### config.mk
export PLATFORM = sky130hd
export DESIGN_NAME = seven_segment_clock_controller_top
export DESIGN_NICKNAME = d
export VERILOG_FILES = /design/src/sscc_pkg.sv /design/src/sscc_divider.sv /design/src/seven_segment_clock_controller_top.sv
export SDC_FILE = /design/constraint.sdc
export NUM_CORES = 1
export LEC_CHECK = 0
export BUFFER_PORTS_ARGS = -buffer_cell sky130_fd_sc_hd__buf_4
export CORE_MARGIN = 1
export CORE_UTILIZATION = 30
export CTS_BUF_LIST = sky130_fd_sc_hd__clkbuf_4 sky130_fd_sc_hd__clkbuf_8 sky130_fd_sc_hd__clkbuf_16
export DETAILED_ROUTE_END_ITERATION = 10
export PLACE_DENSITY_LB_ADDON = 0.08
export SKIP_LAST_GASP = 1
export SLEW_MARGIN = 30
export SYNTH_ARGS = -nofsm -noshare
export SYNTH_HDL_FRONTEND = slang
export SYNTH_SLANG_ARGS = --single-unit
### constraint.sdc
create_clock -name clk -period 14.1 [get_ports clk]
set_clock_uncertainty 0.1 [all_clocks]
set_input_delay 0.705 -clock clk [delete_from_list [all_inputs] [get_ports clk]]
set_output_delay 0.705 -clock clk [all_outputs]
set_load 0.01 [all_outputs]
### src/sscc_pkg.sv
`timescale 1ns / 1ps
package sscc_pkg;
  localparam int PwmStepsDef = 20;
  localparam int AdcBitsDef  = 12;

  localparam logic [2:0] MENU_HOME   = 3'd0;
  localparam logic [2:0] MENU_BRIGHT = 3'd1;
  localparam logic [2:0] MENU_MODE   = 3'd2;
  localparam logic [2:0] MENU_SET_H  = 3'd3;
  localparam logic [2:0] MENU_SET_M  = 3'd4;

  localparam logic [1:0] VIEW_12   = 2'd0;
  localparam logic [1:0] VIEW_24   = 2'd1;
  localparam logic [1:0] VIEW_LONG = 2'd2;

  localparam logic [4:0] GLYPH_A     = 5'd10;
  localparam logic [4:0] GLYPH_P     = 5'd11;
  localparam logic [4:0] GLYPH_U     = 5'd14;
  localparam logic [4:0] GLYPH_S     = 5'd15;
  localparam logic [4:0] GLYPH_L     = 5'd16;
  localparam logic [4:0] GLYPH_BLANK = 5'd17;

  localparam logic [2:0] REG_TPS      = 3'd0;
  localparam logic [2:0] REG_PRESS    = 3'd1;
  localparam logic [2:0] REG_TIMEOUT  = 3'd2;
  localparam logic [2:0] REG_INTERVAL = 3'd3;
  localparam logic [2:0] REG_DARK     = 3'd4;
  localparam logic [2:0] REG_LIGHT    = 3'd5;

  // divide job handed to the serial divider
  typedef struct packed {
    logic        start;
    logic [31:0] dividend;
    logic [15:0] divisor;
  } div_req_t;

  typedef struct packed {
    logic        done;
    logic [31:0] quotient;
  } div_rsp_t;

  function automatic logic [6:0] glyph(input logic [4:0] g);
    logic [6:0] s;
    begin
      case (g)
        5'd0: s = 7'h3F;  5'd1: s = 7'h06;  5'd2: s = 7'h5B;  5'd3: s = 7'h4F;
        5'd4: s = 7'h66;  5'd5: s = 7'h6D;  5'd6: s = 7'h7D;  5'd7: s = 7'h07;
        5'd8: s = 7'h7F;  5'd9: s = 7'h6F;  5'd10: s = 7'h77; 5'd11: s = 7'h73;
        5'd12: s = 7'h7C; 5'd13: s = 7'h50; 5'd14: s = 7'h1C; 5'd15: s = 7'h6D;
        5'd16: s = 7'h38;
        default: s = 7'h00;
      endcase
      return s;
    end
  endfunction

  // tens digit of a value below 64 (small constant table)
  function automatic logic [4:0] tens(input logic [5:0] v);
    logic [4:0] t;
    begin
      if (v >= 6'd60) t = 5'd6;
      else if (v >= 6'd50) t = 5'd5;
      else if (v >= 6'd40) t = 5'd4;
      else if (v >= 6'd30) t = 5'd3;
      else if (v >= 6'd20) t = 5'd2;
      else if (v >= 6'd10) t = 5'd1;
      else t = 5'd0;
      return t;
    end
  endfunction

  function automatic logic [4:0] ones(input logic [5:0] v);
    logic [5:0] r;
    begin
      r = v - 6'(tens(v)) * 6'd10;
      return r[4:0];
    end
  endfunction
endpackage

### src/sscc_divider.sv
`timescale 1ns / 1ps
module sscc_divider (
  input  logic                 clk,
  input  logic                 rst_n,
  input  sscc_pkg::div_req_t   req,
  output sscc_pkg::div_rsp_t   rsp
);
  import sscc_pkg::*;

  logic [31:0] quo_r, quo_nxt;
  logic [16:0] rem_r, rem_nxt;
  logic [15:0] dvs_r, dvs_nxt;
  logic [5:0]  cnt_r, cnt_nxt;
  logic        busy_r, busy_nxt;
  logic        done_r, done_nxt;
  logic [16:0] trial;

  // restoring division, one quotient bit per cycle
  always_comb begin
    quo_nxt  = quo_r;
    rem_nxt  = rem_r;
    dvs_nxt  = dvs_r;
    cnt_nxt  = cnt_r;
    busy_nxt = busy_r;
    done_nxt = 1'b0;
    trial    = {rem_r[15:0], quo_r[31]};
    if (req.start) begin
      quo_nxt  = req.dividend;
      rem_nxt  = '0;
      dvs_nxt  = req.divisor;
      cnt_nxt  = 6'd32;
      busy_nxt = 1'b1;
    end else if (busy_r) begin
      if (trial >= {1'b0, dvs_r}) begin
        rem_nxt = trial - {1'b0, dvs_r};
        quo_nxt = {quo_r[30:0], 1'b1};
      end else begin
        rem_nxt = trial;
        quo_nxt = {quo_r[30:0], 1'b0};
      end
      cnt_nxt = cnt_r - 6'd1;
      if (cnt_r == 6'd1) begin
        busy_nxt = 1'b0;
        done_nxt = 1'b1;
      end
    end
  end

  always_ff @(posedge clk) begin
    if (!rst_n) begin
      busy_r <= 1'b0;
      done_r <= 1'b0;
      cnt_r  <= '0;
    end else begin
      busy_r <= busy_nxt;
      done_r <= done_nxt;
      cnt_r  <= cnt_nxt;
    end
    quo_r <= quo_nxt;
    rem_r <= rem_nxt;
    dvs_r <= dvs_nxt;
  end

  assign rsp.done     = done_r;
  assign rsp.quotient = quo_r;

`ifndef SYNTHESIS
  a_done_once: assert property (@(posedge clk) disable iff (!rst_n)
    done_r |=> !done_r) else $error("divider done held");
  a_busy_cnt: assert property (@(posedge clk) disable iff (!rst_n)
    busy_r |-> cnt_r != 6'd0) else $error("divider busy with zero count");
  a_done_after_busy: assert property (@(posedge clk) disable iff (!rst_n)
    done_r |-> $past(busy_r)) else $error("divider done without work");
`endif
endmodule

### src/seven_segment_clock_controller_top.sv
`timescale 1ns / 1ps
// Flow: an accepted tick passes through ST_DIV, ST_UPD and ST_OUT; a tick
// with a brightness sample (valid window) waits in ST_UPD for the serial
// 32-step divider. One tick at a time: in_ready is low from acceptance until
// the result transfer and goes high again in the cycle after it.
// Reset: synchronous active-low rst_n; clock at 12:00:00, home menu, 12h view,
// auto brightness at level 20, registers at their defaults.
module seven_segment_clock_controller_top #(
  parameter int PWM_STEPS = sscc_pkg::PwmStepsDef,
  parameter int ADC_BITS  = sscc_pkg::AdcBitsDef
) (
  input  logic        clk,
  input  logic        rst_n,
  input  logic        in_valid,
  output logic        in_ready,
  input  logic        in_button_down,
  input  logic        in_button_up,
  input  logic [11:0] in_adc_sample,
  output logic        out_valid,
  input  logic        out_ready,
  output logic [6:0]  out_left_segments,
  output logic [6:0]  out_right_segments,
  output logic        out_backlight_on,
  output logic [4:0]  out_brightness,
  output logic [2:0]  out_menu_mode,
  output logic [1:0]  out_view_mode,
  input  logic        cfg_psel,
  input  logic        cfg_penable,
  input  logic        cfg_pwrite,
  input  logic [4:0]  cfg_paddr,
  input  logic [31:0] cfg_pwdata,
  output logic [31:0] cfg_prdata,
  output logic        cfg_pready
);
  import sscc_pkg::*;

  typedef enum logic [3:0] {
    ST_IDLE = 4'b0001,
    ST_DIV  = 4'b0010,
    ST_UPD  = 4'b0100,
    ST_OUT  = 4'b1000
  } state_t;

  localparam logic [4:0] PwmMax = 5'(PWM_STEPS);

  state_t state_r, state_nxt;

  // configuration
  logic [15:0] tps_r, timeout_r, interval_r;
  logic [9:0]  press_r;
  logic [11:0] dark_r, light_r;
  logic        cfg_we;
  logic [2:0]  cfg_idx;

  assign cfg_pready = 1'b1;
  assign cfg_we  = cfg_psel && cfg_penable && cfg_pwrite;
  assign cfg_idx = cfg_paddr[4:2];

  always_ff @(posedge clk) begin
    if (!rst_n) begin
      tps_r <= 16'd1000; press_r <= 10'd50; timeout_r <= 16'd5000;
      interval_r <= 16'd1000; dark_r <= 12'd3600; light_r <= 12'd3200;
    end else if (cfg_we) begin
      unique case (cfg_idx)
        REG_TPS:      tps_r <= cfg_pwdata[15:0];
        REG_PRESS:    press_r <= cfg_pwdata[9:0];
        REG_TIMEOUT:  timeout_r <= cfg_pwdata[15:0];
        REG_INTERVAL: interval_r <= cfg_pwdata[15:0];
        REG_DARK:     dark_r <= cfg_pwdata[11:0];
        REG_LIGHT:    light_r <= cfg_pwdata[11:0];
        default: ;
      endcase
    end
  end

  always_comb begin
    unique case (cfg_idx)
      REG_TPS:      cfg_prdata = {16'd0, tps_r};
      REG_PRESS:    cfg_prdata = {22'd0, press_r};
      REG_TIMEOUT:  cfg_prdata = {16'd0, timeout_r};
      REG_INTERVAL: cfg_prdata = {16'd0, interval_r};
      REG_DARK:     cfg_prdata = {20'd0, dark_r};
      REG_LIGHT:    cfg_prdata = {20'd0, light_r};
      default:      cfg_prdata = '0;
    endcase
  end

  // state
  logic [15:0] ms_r, idle_r, samp_r;
  logic [5:0]  sec_r, min_r;
  logic [4:0]  hour_r, level_r, phase_r;
  logic [2:0]  menu_r, step_r;
  logic [1:0]  view_r;
  logic        auto_r, both_r;
  logic [9:0]  hold_r [2];
  logic [1:0]  latch_r, ign_r;
  logic        rd_dn_r, rd_up_r;
  logic [11:0] adc_r;

  logic [15:0] ms_n, idle_n, samp_n;
  logic [5:0]  sec_n, min_n;
  logic [4:0]  hour_n, level_n, phase_n;
  logic [2:0]  menu_n, step_n;
  logic [1:0]  view_n;
  logic        auto_n, both_n;
  logic [9:0]  hold_n [2];
  logic [1:0]  latch_n, ign_n;
  logic [6:0]  segl_n, segr_n;
  logic [6:0]  segl_r, segr_r;
  logic        bl_r, bl_n;

  // divider interface
  div_req_t dreq;
  div_rsp_t drsp;
  logic     samp_due;
  logic [11:0] adc_m, clampv;
  logic [15:0] span;

  sscc_divider u_div (.clk(clk), .rst_n(rst_n), .req(dreq), .rsp(drsp));

  assign adc_m   = in_adc_sample & 12'((1 << ADC_BITS) - 1);
  assign samp_due = auto_r && ((samp_r == 16'hFFFF ? samp_r : samp_r + 16'd1) > interval_r);
  assign clampv  = (adc_r > dark_r) ? dark_r : ((adc_r < light_r) ? light_r : adc_r);
  assign span    = {4'd0, dark_r - light_r};

  assign in_ready  = (state_r == ST_IDLE);
  assign out_valid = (state_r == ST_OUT);

  always_comb begin
    state_nxt = state_r;
    dreq.start    = 1'b0;
    dreq.dividend = 32'(dark_r - clampv) * 32'(PWM_STEPS - 1);
    dreq.divisor  = span;
    unique case (state_r)
      ST_IDLE: if (in_valid) state_nxt = ST_DIV;
      ST_DIV: begin
        // a sample with a valid window uses the divider
        if (samp_due && dark_r > light_r) begin
          dreq.start = 1'b1;
          state_nxt = ST_UPD;
        end else state_nxt = ST_UPD;
      end
      ST_UPD: if (!(samp_due && dark_r > light_r) || drsp.done) state_nxt = ST_OUT;
      ST_OUT: if (out_ready) state_nxt = ST_IDLE;
      default: state_nxt = ST_IDLE;
    endcase
  end

  // per-tick update, evaluated in ST_UPD
  logic        rd [2];
  logic [4:0]  h12, lg, rg;
  logic [5:0]  c15, c60;
  always_comb begin
    ms_n = ms_r; idle_n = idle_r; samp_n = samp_r; sec_n = sec_r; min_n = min_r;
    hour_n = hour_r; level_n = level_r; phase_n = phase_r; menu_n = menu_r;
    step_n = step_r; view_n = view_r; auto_n = auto_r; both_n = both_r;
    hold_n[0] = hold_r[0]; hold_n[1] = hold_r[1]; latch_n = latch_r; ign_n = ign_r;
    rd[0] = rd_dn_r; rd[1] = rd_up_r;
    lg = GLYPH_BLANK; rg = GLYPH_BLANK; h12 = '0; c15 = '0; c60 = '0;

    if (idle_n != 16'hFFFF) idle_n = idle_n + 16'd1;
    if (samp_n != 16'hFFFF) samp_n = samp_n + 16'd1;
    for (int i = 0; i < 2; i++)
      if (latch_r[i] && hold_n[i] != 10'h3FF) hold_n[i] = hold_n[i] + 10'd1;

    if (ms_n != 16'hFFFF) ms_n = ms_n + 16'd1;
    if (ms_n >= tps_r) begin
      ms_n = '0;
      if (sec_n == 6'd59) begin
        sec_n = '0;
        if (min_n == 6'd59) begin
          min_n = '0;
          hour_n = (hour_n == 5'd23) ? 5'd0 : hour_n + 5'd1;
        end else min_n = min_n + 6'd1;
      end else sec_n = sec_n + 6'd1;
    end

    if (samp_due) begin
      samp_n = '0;
      if (dark_r <= light_r) level_n = PwmMax;
      else level_n = 5'd1 + drsp.quotient[4:0];
    end

    if (rd[0] && rd[1]) begin
      if (!both_r) begin
        if (menu_n == MENU_HOME) menu_n = MENU_SET_H;
        else if (menu_n == MENU_SET_H) menu_n = MENU_SET_M;
        else if (menu_n == MENU_SET_M) begin
          menu_n = MENU_HOME;
          sec_n = '0;
        end
        idle_n = '0;
        both_n = 1'b1;
      end
      latch_n = 2'b11;
      ign_n = 2'b11;
    end else begin
      if (!rd[0] && !rd[1]) both_n = 1'b0;
      for (int i = 0; i < 2; i++) begin
        if (rd[i] && !latch_n[i]) begin
          hold_n[i] = '0;
          latch_n[i] = 1'b1;
          ign_n[i] = 1'b0;
        end
        if (!rd[i] && latch_n[i]) begin
          latch_n[i] = 1'b0;
          if (ign_n[i]) ign_n[i] = 1'b0;
          else if (hold_n[i] > press_r) begin
            idle_n = '0;
            if (i == 0) begin
              if (menu_n == MENU_HOME) menu_n = MENU_BRIGHT;
              else if (menu_n == MENU_BRIGHT) begin
                if (auto_n) begin
                  auto_n = 1'b0; step_n = 3'd1; level_n = 5'd1;
                end else if (step_n == 3'd1) begin
                  step_n = 3'd2; level_n = 5'd3;
                end else if (step_n == 3'd2) begin
                  step_n = 3'd3; level_n = 5'd8;
                end else if (step_n == 3'd3) begin
                  step_n = 3'd4; level_n = PwmMax;
                end else auto_n = 1'b1;
              end else if (menu_n == MENU_SET_H)
                hour_n = (hour_n == 5'd0) ? 5'd23 : hour_n - 5'd1;
              else if (menu_n == MENU_SET_M)
                min_n = (min_n == 6'd0) ? 6'd59 : min_n - 6'd1;
            end else begin
              if (menu_n == MENU_HOME) begin
                menu_n = MENU_MODE;
                view_n = (view_n == VIEW_12) ? VIEW_24 :
                         ((view_n == VIEW_24) ? VIEW_LONG : VIEW_12);
              end else if (menu_n == MENU_SET_H)
                hour_n = (hour_n == 5'd23) ? 5'd0 : hour_n + 5'd1;
              else if (menu_n == MENU_SET_M)
                min_n = (min_n == 6'd59) ? 6'd0 : min_n + 6'd1;
            end
          end
        end
      end
    end

    if ((menu_n == MENU_BRIGHT || menu_n == MENU_MODE) && idle_n > timeout_r)
      menu_n = MENU_HOME;

    h12 = (hour_n == 5'd0) ? 5'd12 : ((hour_n > 5'd12) ? hour_n - 5'd12 : hour_n);
    c15 = (sec_n >= 6'd45) ? sec_n - 6'd45 : (sec_n >= 6'd30) ? sec_n - 6'd30 :
          (sec_n >= 6'd15) ? sec_n - 6'd15 : sec_n;
    c60 = sec_n;
    case (menu_n)
      MENU_HOME: begin
        if (view_n == VIEW_12 || view_n == VIEW_LONG) begin
          if ((view_n == VIEW_12 && c15 < 6'd6) || (view_n == VIEW_LONG && c60 < 6'd50)) begin
            lg = (h12 >= 5'd10) ? 5'd1 : GLYPH_BLANK;
            rg = ones({1'b0, h12});
          end else if ((view_n == VIEW_12 && c15 < 6'd12) ||
                       (view_n == VIEW_LONG && c60 < 6'd55)) begin
            lg = tens(min_n); rg = ones(min_n);
          end else begin
            lg = GLYPH_BLANK; rg = (hour_n < 5'd12) ? GLYPH_A : GLYPH_P;
          end
        end else if (view_n == VIEW_24) begin
          if (c15 < 6'd10) begin
            lg = tens({1'b0, hour_n}); rg = ones({1'b0, hour_n});
          end else begin
            lg = tens(min_n); rg = ones(min_n);
          end
        end
      end
      MENU_BRIGHT: begin
        if (auto_n) begin lg = GLYPH_A; rg = GLYPH_U; end
        else begin lg = GLYPH_L; rg = {2'b00, step_n}; end
      end
      MENU_MODE: begin
        if (view_n == VIEW_12) begin lg = 5'd1; rg = 5'd2; end
        else if (view_n == VIEW_24) begin lg = 5'd2; rg = 5'd4; end
        else if (view_n == VIEW_LONG) begin lg = GLYPH_S; rg = GLYPH_L; end
      end
      MENU_SET_H: begin lg = tens({1'b0, hour_n}); rg = ones({1'b0, hour_n}); end
      MENU_SET_M: begin lg = tens(min_n); rg = ones(min_n); end
      default: ;
    endcase
    segl_n = glyph(lg);
    segr_n = glyph(rg);

    phase_n = (phase_r >= PwmMax) ? 5'd1 : phase_r + 5'd1;
    bl_n = (phase_n <= level_n);
  end

  logic commit;
  assign commit = (state_r == ST_UPD) && (state_nxt == ST_OUT);

  always_ff @(posedge clk) begin
    if (!rst_n) begin
      state_r <= ST_IDLE;
      ms_r <= '0; sec_r <= '0; min_r <= '0; hour_r <= 5'd12;
      menu_r <= MENU_HOME; view_r <= VIEW_12; auto_r <= 1'b1; step_r <= 3'd4;
      level_r <= PwmMax; phase_r <= '0; idle_r <= '0; samp_r <= '0;
      hold_r[0] <= '0; hold_r[1] <= '0; latch_r <= '0; ign_r <= '0; both_r <= 1'b0;
    end else begin
      state_r <= state_nxt;
      if (commit) begin
        ms_r <= ms_n; sec_r <= sec_n; min_r <= min_n; hour_r <= hour_n;
        menu_r <= menu_n; view_r <= view_n; auto_r <= auto_n; step_r <= step_n;
        level_r <= level_n; phase_r <= phase_n; idle_r <= idle_n; samp_r <= samp_n;
        hold_r[0] <= hold_n[0]; hold_r[1] <= hold_n[1];
        latch_r <= latch_n; ign_r <= ign_n; both_r <= both_n;
      end
    end
    if (in_valid && in_ready) begin
      rd_dn_r <= in_button_down; rd_up_r <= in_button_up; adc_r <= adc_m;
    end
    if (commit) begin
      segl_r <= segl_n; segr_r <= segr_n; bl_r <= bl_n;
    end
  end

  assign out_left_segments  = segl_r;
  assign out_right_segments = segr_r;
  assign out_backlight_on   = bl_r;
  assign out_brightness     = level_r;
  assign out_menu_mode      = menu_r;
  assign out_view_mode      = view_r;

`ifndef SYNTHESIS
  a_out_hold: assert property (@(posedge clk) disable iff (!rst_n)
    out_valid && !out_ready |=> out_valid) else $error("result dropped");
  a_excl: assert property (@(posedge clk) disable iff (!rst_n)
    !(in_ready && out_valid)) else $error("ready while result pending");
  a_level: assert property (@(posedge clk) disable iff (!rst_n)
    level_r != 5'd0 && level_r <= PwmMax) else $error("level out of range");
  a_menu: assert property (@(posedge clk) disable iff (!rst_n)
    menu_r <= MENU_SET_M) else $error("bad menu");
`endif
endmodule
# Word level (Yosys, flattened, before mapping)
# Memories as Yosys holds them, arrays and structs flattened. A register that Yosys moved wholly into a read port is not among the register bits.
# Cells that the tools add are included.
# word_totals
in_bits	58
rom_bits	448
wordCells	432
ram_bits	20
mem_count	3
regBits	258
output_inout_bits	60
latch_bits	0
# op_classes
eq_ne	39
n_addsub	28
n_shift	0
n_div	0
n_mux	226
n_lt_le_gt_ge	41
n_reduce_logical	51
n_bitwise	4
n_mul	7
# memory_table
name	depth	word_bits	rd	rd_clocked_by_memory_dff	write_ports	line	source
(name not given)	32	7	1	1	0	sscc_pkg.sv:45	case (g)
(name not given)	32	7	1	1	0	sscc_pkg.sv:45	
hold_r	2	10	2	0	2	seven_segment_clock_controller_top.sv:95	logic [9:0] hold_r [2];
# op_table
cell	n
5-bit 2-to-1 mux	73
16-bit 2-to-1 mux	15
6-bit 2-to-1 mux	32
16-bit one-hot mux with 6 select lines	1
3-bit 2-to-1 mux	31
10-bit 2-to-1 mux	8
32-bit 2-to-1 mux	2
5-bit one-hot mux with 5 select lines	2
16-bit by 1-bit adder with 16-bit output, second input constant	3
16-bit != test, second input constant	3
1-bit 2-to-1 mux	40
5-bit by 6-bit greater-or-equal comparator with 1-bit output, second input constant	6
16-bit > comparator	2
5-bit by 3-bit multiplier with 4-bit output, second input constant	6
5-bit subtractor	6
2-bit 2-to-1 mux	14
3-bit by 2-bit == test with 1-bit output, second input constant	9
5-bit greater-or-equal comparator, second input constant	5
6-bit greater-or-equal comparator, second input constant	4
12-bit > comparator	2
12-bit 2-to-1 mux	2
10-bit by 1-bit adder with 10-bit output, second input constant	2
10-bit > comparator	2
20-bit 2-to-1 mux	1
54 further kinds	125

# Depth between registers and ports, before layout
# depth
ltp_word	40
ltp_mapped	49
mapped_depth_nobuf	47

# Hierarchy
# From an unflattened synthesis, not the netlist that was laid out.
# unflattened
cells_unflattened	2826
area_unflattened_um2	23631.4
# modules_own_cells
mod	seq_area_each_um2	instances	cells_per_inst	area_each_um2
seven_segment_clock_controller_top	4974.8	1	2469	19735.2
sscc_divider	1921.8	1	357	3896.2

# Worst setup path before layout
# No wires, ideal clock.
# synth_path
path_type	register to register
start	register ms_r[3]
end	register segr_r[3], in the netlist out_right_segments[3] (data pin)
synth_period_minus_slack_ns	9.543
path_stages_with_launch	45
required_time_ns	13.852
t_arrival_ns	9.295
n_path_buf	5
setup_time_ns	0.148
slack_ns	4.557
cell_sequence	dfxtp_1 and3_1 and3_1 nand3_1 or3_1 clkbuf_1 and4_1 nand3_1 xnor2_1 ha_1 nand4_1 or4b_1 buf_2 and3_4 buf_6 o21ai_2 and2_1 ha_1 [... 9 more ...] a32oi_1 o21a_1 buf_2 inv_1 ha_1 o41ai_4 inv_1 maj3_1 nand2_1 nand2_1 ha_1 and2_1 o311ai_0 inv_1 ha_1 or3_1 o221a_2 mux2i_1
# synth_via
word_cells_on_any_way	150
classes_between	add/sub (15); mul (6); order compare (29); eq/ne (3); mux (88); reduce/logical (9)
# synth_lines
element	line	source
start, declared	seven_segment_clock_controller_top.sv:89	logic [15:0] ms_r, idle_r, samp_r;
start signal, assigned	seven_segment_clock_controller_top.sv:301	ms_r <= ms_n; sec_r <= sec_n; min_r <= min_n; hour_r <= hour_n;
16-bit by 1-bit adder with 16-bit output or 16-bit != test (tied branches)	seven_segment_clock_controller_top.sv:166	if (ms_n != 16'hFFFF) ms_n = ms_n + 16'd1;
16-bit 2-to-1 mux *	seven_segment_clock_controller_top.sv:166	
16-bit greater-or-equal comparator *	seven_segment_clock_controller_top.sv:167	if (ms_n >= tps_r) begin
5-bit 2-to-1 mux *	seven_segment_clock_controller_top.sv:167	
5-bit by 1-bit subtractor with 5-bit output or 5-bit zero test (tied branches)	seven_segment_clock_controller_top.sv:223	hour_n = (hour_n == 5'd0) ? 5'd23 : hour_n - 5'd1;
5-bit 2-to-1 mux	seven_segment_clock_controller_top.sv:223	
5-bit 2-to-1 mux	seven_segment_clock_controller_top.sv:222	end else if (menu_n == MENU_SET_H)
5-bit 2-to-1 mux	seven_segment_clock_controller_top.sv:212	else if (menu_n == MENU_BRIGHT) begin
[... 13 more ...]	-	
net hour_n[2]	seven_segment_clock_controller_top.sv:102	logic [4:0] hour_n, level_n, phase_n;
[... 10 more ...]	-	
5-bit 2-to-1 mux	seven_segment_clock_controller_top.sv:251	if ((view_n == VIEW_12 && c15 < 6'd6) || (view_n == VIEW_LONG && c60 < 6'd50)) begin
5-bit 2-to-1 mux	seven_segment_clock_controller_top.sv:250	if (view_n == VIEW_12 || view_n == VIEW_LONG) begin
5-bit 2-to-1 mux	seven_segment_clock_controller_top.sv:248	case (menu_n)
5-bit by 3-bit multiplier with 4-bit output	sscc_pkg.sv:75	r = v - 6'(tens(v)) * 6'd10;
5-bit subtractor	sscc_pkg.sv:75	
5-bit 2-to-1 mux	seven_segment_clock_controller_top.sv:251	
5-bit 2-to-1 mux	seven_segment_clock_controller_top.sv:250	
5-bit one-hot mux with 5 select lines *	seven_segment_clock_controller_top.sv:248	
end, declared	seven_segment_clock_controller_top.sv:109	logic [6:0] segl_r, segr_r;
# Mark *: on every way through the listed nets, which the timed path passes. The rest lies on a longest branch. The select of a mux whose other input is x is not followed.
# A chain may end at the register's enable or synchronous reset.

# Worst setup path in the final report
# Same ends and word-level chain as after synthesis.

==> results.sh <==
export IMPL_synthesis_area_per_instance_sq_um=8.11
export IMPL_cts_resized=0
export IMPL_slew_headroom_pct=35.7
export IMPL_die_h_microns=279
export IMPL_synth_fa_ha_area_share_pct=14.0
export IMPL_synthCells=2843
export IMPL_worstSkewPairLatency_ps=580
export IMPL_root_buffer="clkbuf_16"
export IMPL_max_stage_delay_ps=690
export IMPL_dieArea_sq_mm=0.0780
export IMPL_power_switching_mw=0.750
export IMPL_cts_tree="yes"
export IMPL_via_per_inst=5.12
export IMPL_overflow=0
export IMPL_slew_violations=0
export IMPL_grt_pass1_vias=19500
export IMPL_ant_nets=0
export IMPL_ys_flop_type="dfxtp_1"
export IMPL_syn_to_final_growth_pct=12.9
export IMPL_pwr_share_comb_pct=22.3
export IMPL_clk_pin_slew_ps=60
export IMPL_critPathLaunchType="flop"
export IMPL_period_share_pct=77.3
export IMPL_required_ps=14290
export IMPL_place_congestion=0.823
export IMPL_ys_seq_elements=292
export IMPL_synth_area_sq_mm=0.0231
export IMPL_clock_sinks=292
export IMPL_grt_first_pass_wirelength_microns=110000
export IMPL_power_density_mw_per_mm2=96.1
export IMPL_synth_edf_count=93
export IMPL_fin_nets=3175
export IMPL_final_common_cell="nand2_1"
export IMPL_synthDistinctLibCells=111
export IMPL_synth_async_sr_flop_share_pct=0
export IMPL_cts_buffers=40
export IMPL_wl_per_cell_microns=17.7
export IMPL_synthTopCellsByArea="dfxtp_1 17%, ha_1 12%, edfxtp_1 12%"
export IMPL_post_cts_buffers=0
export IMPL_rsz0062_at_grt="false"
export IMPL_start_util_pct=30.4
export IMPL_worstPathArrival_ps=11090
export IMPL_max_clock_freq_ghz=0.0918
export IMPL_antenna_cells=0
export IMPL_worst_path_max_delay_cell="or4b_1"
export IMPL_p_int_mw=1.75
export IMPL_holdBufCountCts=0
export IMPL_setup_viol=0
export IMPL_fin_cells=3934
export IMPL_drc_errors=0
export IMPL_peakVddDrop_uv=124
export IMPL_setup_tns_ps=0
export IMPL_placedCellCount=3860
export IMPL_p_leak_nw=10.7
export IMPL_wl_microns=69500
export IMPL_synthSimpleGateAreaFrac_pct=21.0
export IMPL_yosys_area_share_xor_xnor_pct=4.55
export IMPL_chipWidth_microns=279
export IMPL_worstPathMaxFanout=37
export IMPL_htreeDepth=2
export IMPL_io_buffers=82
export IMPL_layout_common_cells="374 x nand2_1, 268 x nor2_1, 229 x ha_1"
export IMPL_yosysTopAreaCellShare_pct=17.3
export IMPL_yosysTopAreaCell="dfxtp_1"
export IMPL_sw_frac_of_total_pct=30.0
export IMPL_critical_path_class="reg2reg"
export IMPL_grt_start_max_net_pins=78
export IMPL_hold_viol_final=0
export IMPL_clockBufferDepth=3
export IMPL_grt_usage_pct=17.7
export IMPL_io_pin_count=118
export IMPL_worstSetupEndpointType="flop"
export IMPL_synth_area_mux_share_pct=4.71
export IMPL_core_area_sq_mm=0.0759
export IMPL_ys_seq_area_share_pct=29.4
export IMPL_drive_gt1_share_pct=9.33
export IMPL_synth_top_family_by_area="simple AND/OR/NAND/NOR gates"
export IMPL_hold_class="in2reg"
export IMPL_synth_warning_count=0
export IMPL_antenna_found_initial=2
export IMPL_rows=101
export IMPL_hpwl_microns=52400
export IMPL_p_clk_share_pct=41.6
export IMPL_worst_slew_pin_slew_ps=965
export IMPL_status="finished, final reports clean"
export IMPL_vias=20100
export IMPL_path_common_cell="ha_1"
export IMPL_dr_pass1_iters=5
export IMPL_drt_iter0_markers=1271
export IMPL_layout_min_cycle_time_ps=10890
export IMPL_maxCapViolCount=0
export IMPL_seq_power_share_pct=36.1
export IMPL_synth_compound_area_share_pct=20.0
cell usage after synthesis (6+ instances only):
master and count:
o21a_1 24, xor2_1 42, and2_1 29, o211a_1 8, o211ai_1 41, nor2b_1 27, nor2_1 270, or2_2 7
and4_1 9, a21oi_1 197, o21ai_0 117, o221ai_1 6, xnor2_1 76, nor3_1 39, o22ai_1 9, nand2_1 374
a221oi_1 9, or3_1 21, mux2i_1 77, dfxtp_1 199, nor4_1 10, mux2_2 20, nand3b_1 14, o21bai_1 18
o31a_1 12, clkbuf_1 104, edfxtp_1 93, nand4_1 58, a31oi_1 31, inv_1 215, fa_1 16, buf_4 19
o31ai_1 9, nand3_1 74, ha_1 229, a21o_1 57, a21boi_0 10, nand2b_1 31, o21ai_1 6, a211oi_1 41
and3_1 38, buf_1 12
critical path, delay by kind of cell, from the launching register on:
| family | cells | cell delay, ps |
|---|---|---|
| AOI/OAI and AO/OA | 13 | 3480 |
| xor gates and xnor gates | 1 | 100 |
| adders and majority gates | 5 | 1430 |
| buffers and inverters | 3 | 450 |
| DFF | 1 | 410 |
| muxes | 1 | 170 |
| and+or+nand+nor | 15 | 4430 |
cell type report:
type | instances | area (sq um)
Clock buffer | 56 | 1150
Fill cell | 7955 | 49900
Sequential cell | 292 | 6780
Tap cell | 1030 | 1290
Inverter | 220 | 828
Clock inverter | 18 | 190
Multi-Input combinational cell | 2203 | 14900
Timing Repair Buffer | 115 | 867
flip-flops by register name (all words and copies together), names as in the netlist, 5 cells and up:
register	flops
u_div.dvs_r	12
out_right_segments	7
timeout_r	16
u_div.quo_r	32
out_brightness	5
interval_r	16
hold_r	20
phase_r	5
ms_r	16
light_r	12
adc_r	12
out_left_segments	7
tps_r	16
hour_r	5
min_r	6
idle_r	16
sec_r	6
u_div.rem_r	16
press_r	10
samp_r	16
dark_r	12
u_div.cnt_r	6
metrics by stage:
stage / hold slack, ps / total power [mW] / utilization [%] / area, sq um / setup WS (ps)
2_1_floorplan: 336 / 1.35 / - / 23100 / 4560
3_3_place_gp: 342 / 1.48 / 32.5 / 24700 / 3260
3_5_place_dp: 346 / 1.49 / 32.5 / 24700 / 3170
4_1_cts: 168 / 2.55 / 34.3 / 26000 / 3080
5_1_grt: 176 / 2.66 / 34.3 / 26100 / 2390
6_report: 203 / 2.50 / 34.3 / 26100 / 3210
power by group through the flow:
stage	Clock, mW	Sequential, mW	Combinational, mW
2_1_floorplan	0	0.914	0.440
3_3_place_gp	0	0.920	0.561
3_5_place_dp	0	0.920	0.565
4_1_cts	1.08	0.903	0.568
5_1_grt	1.11	0.905	0.651
6_report	1.04	0.903	0.559
path summary, 6_finish.rpt:
| path | slack, ps | endpoint | depth (start not counted) | startpoint |
|---|---|---|---|---|
| worst min-delay path | 200 | adc_r[10]$_DFFE_PP_ | 1 | in_adc_sample[10] |
| worst max register to register | 3210 | out_right_segments[3]$_DFFE_PP_ | 38 | ms_r[3]$_SDFFE_PN0P_ |
| worst max-delay path | 3210 | out_right_segments[3]$_DFFE_PP_ | 38 | ms_r[3]$_SDFFE_PN0P_ |
| worst min register to register | 360 | timeout_r[15]$_SDFFE_PN0P_ | 2 | timeout_r[15]$_SDFFE_PN0P_ |
per-layer routing:
layer	track usage, %	vias to the layer above	wire length (microns)
met5	0	-	0
met4	5.03	0	1730
met3	2.28	83	2820
met2	29.0	377	31500
met1	24.2	9514	33400
li1	-	10200	-
logic make-up after synthesis:
logic type                 after synthesis
and+or+nand+nor                       1031
AOI/OAI and AO/OA                      685
buffers and inverters                  363
DFF                                    292
adders and majority gates              250
xor gates and xnor gates               119
muxes                                  101
other                                    2
(Power assumes the default switching activity.)
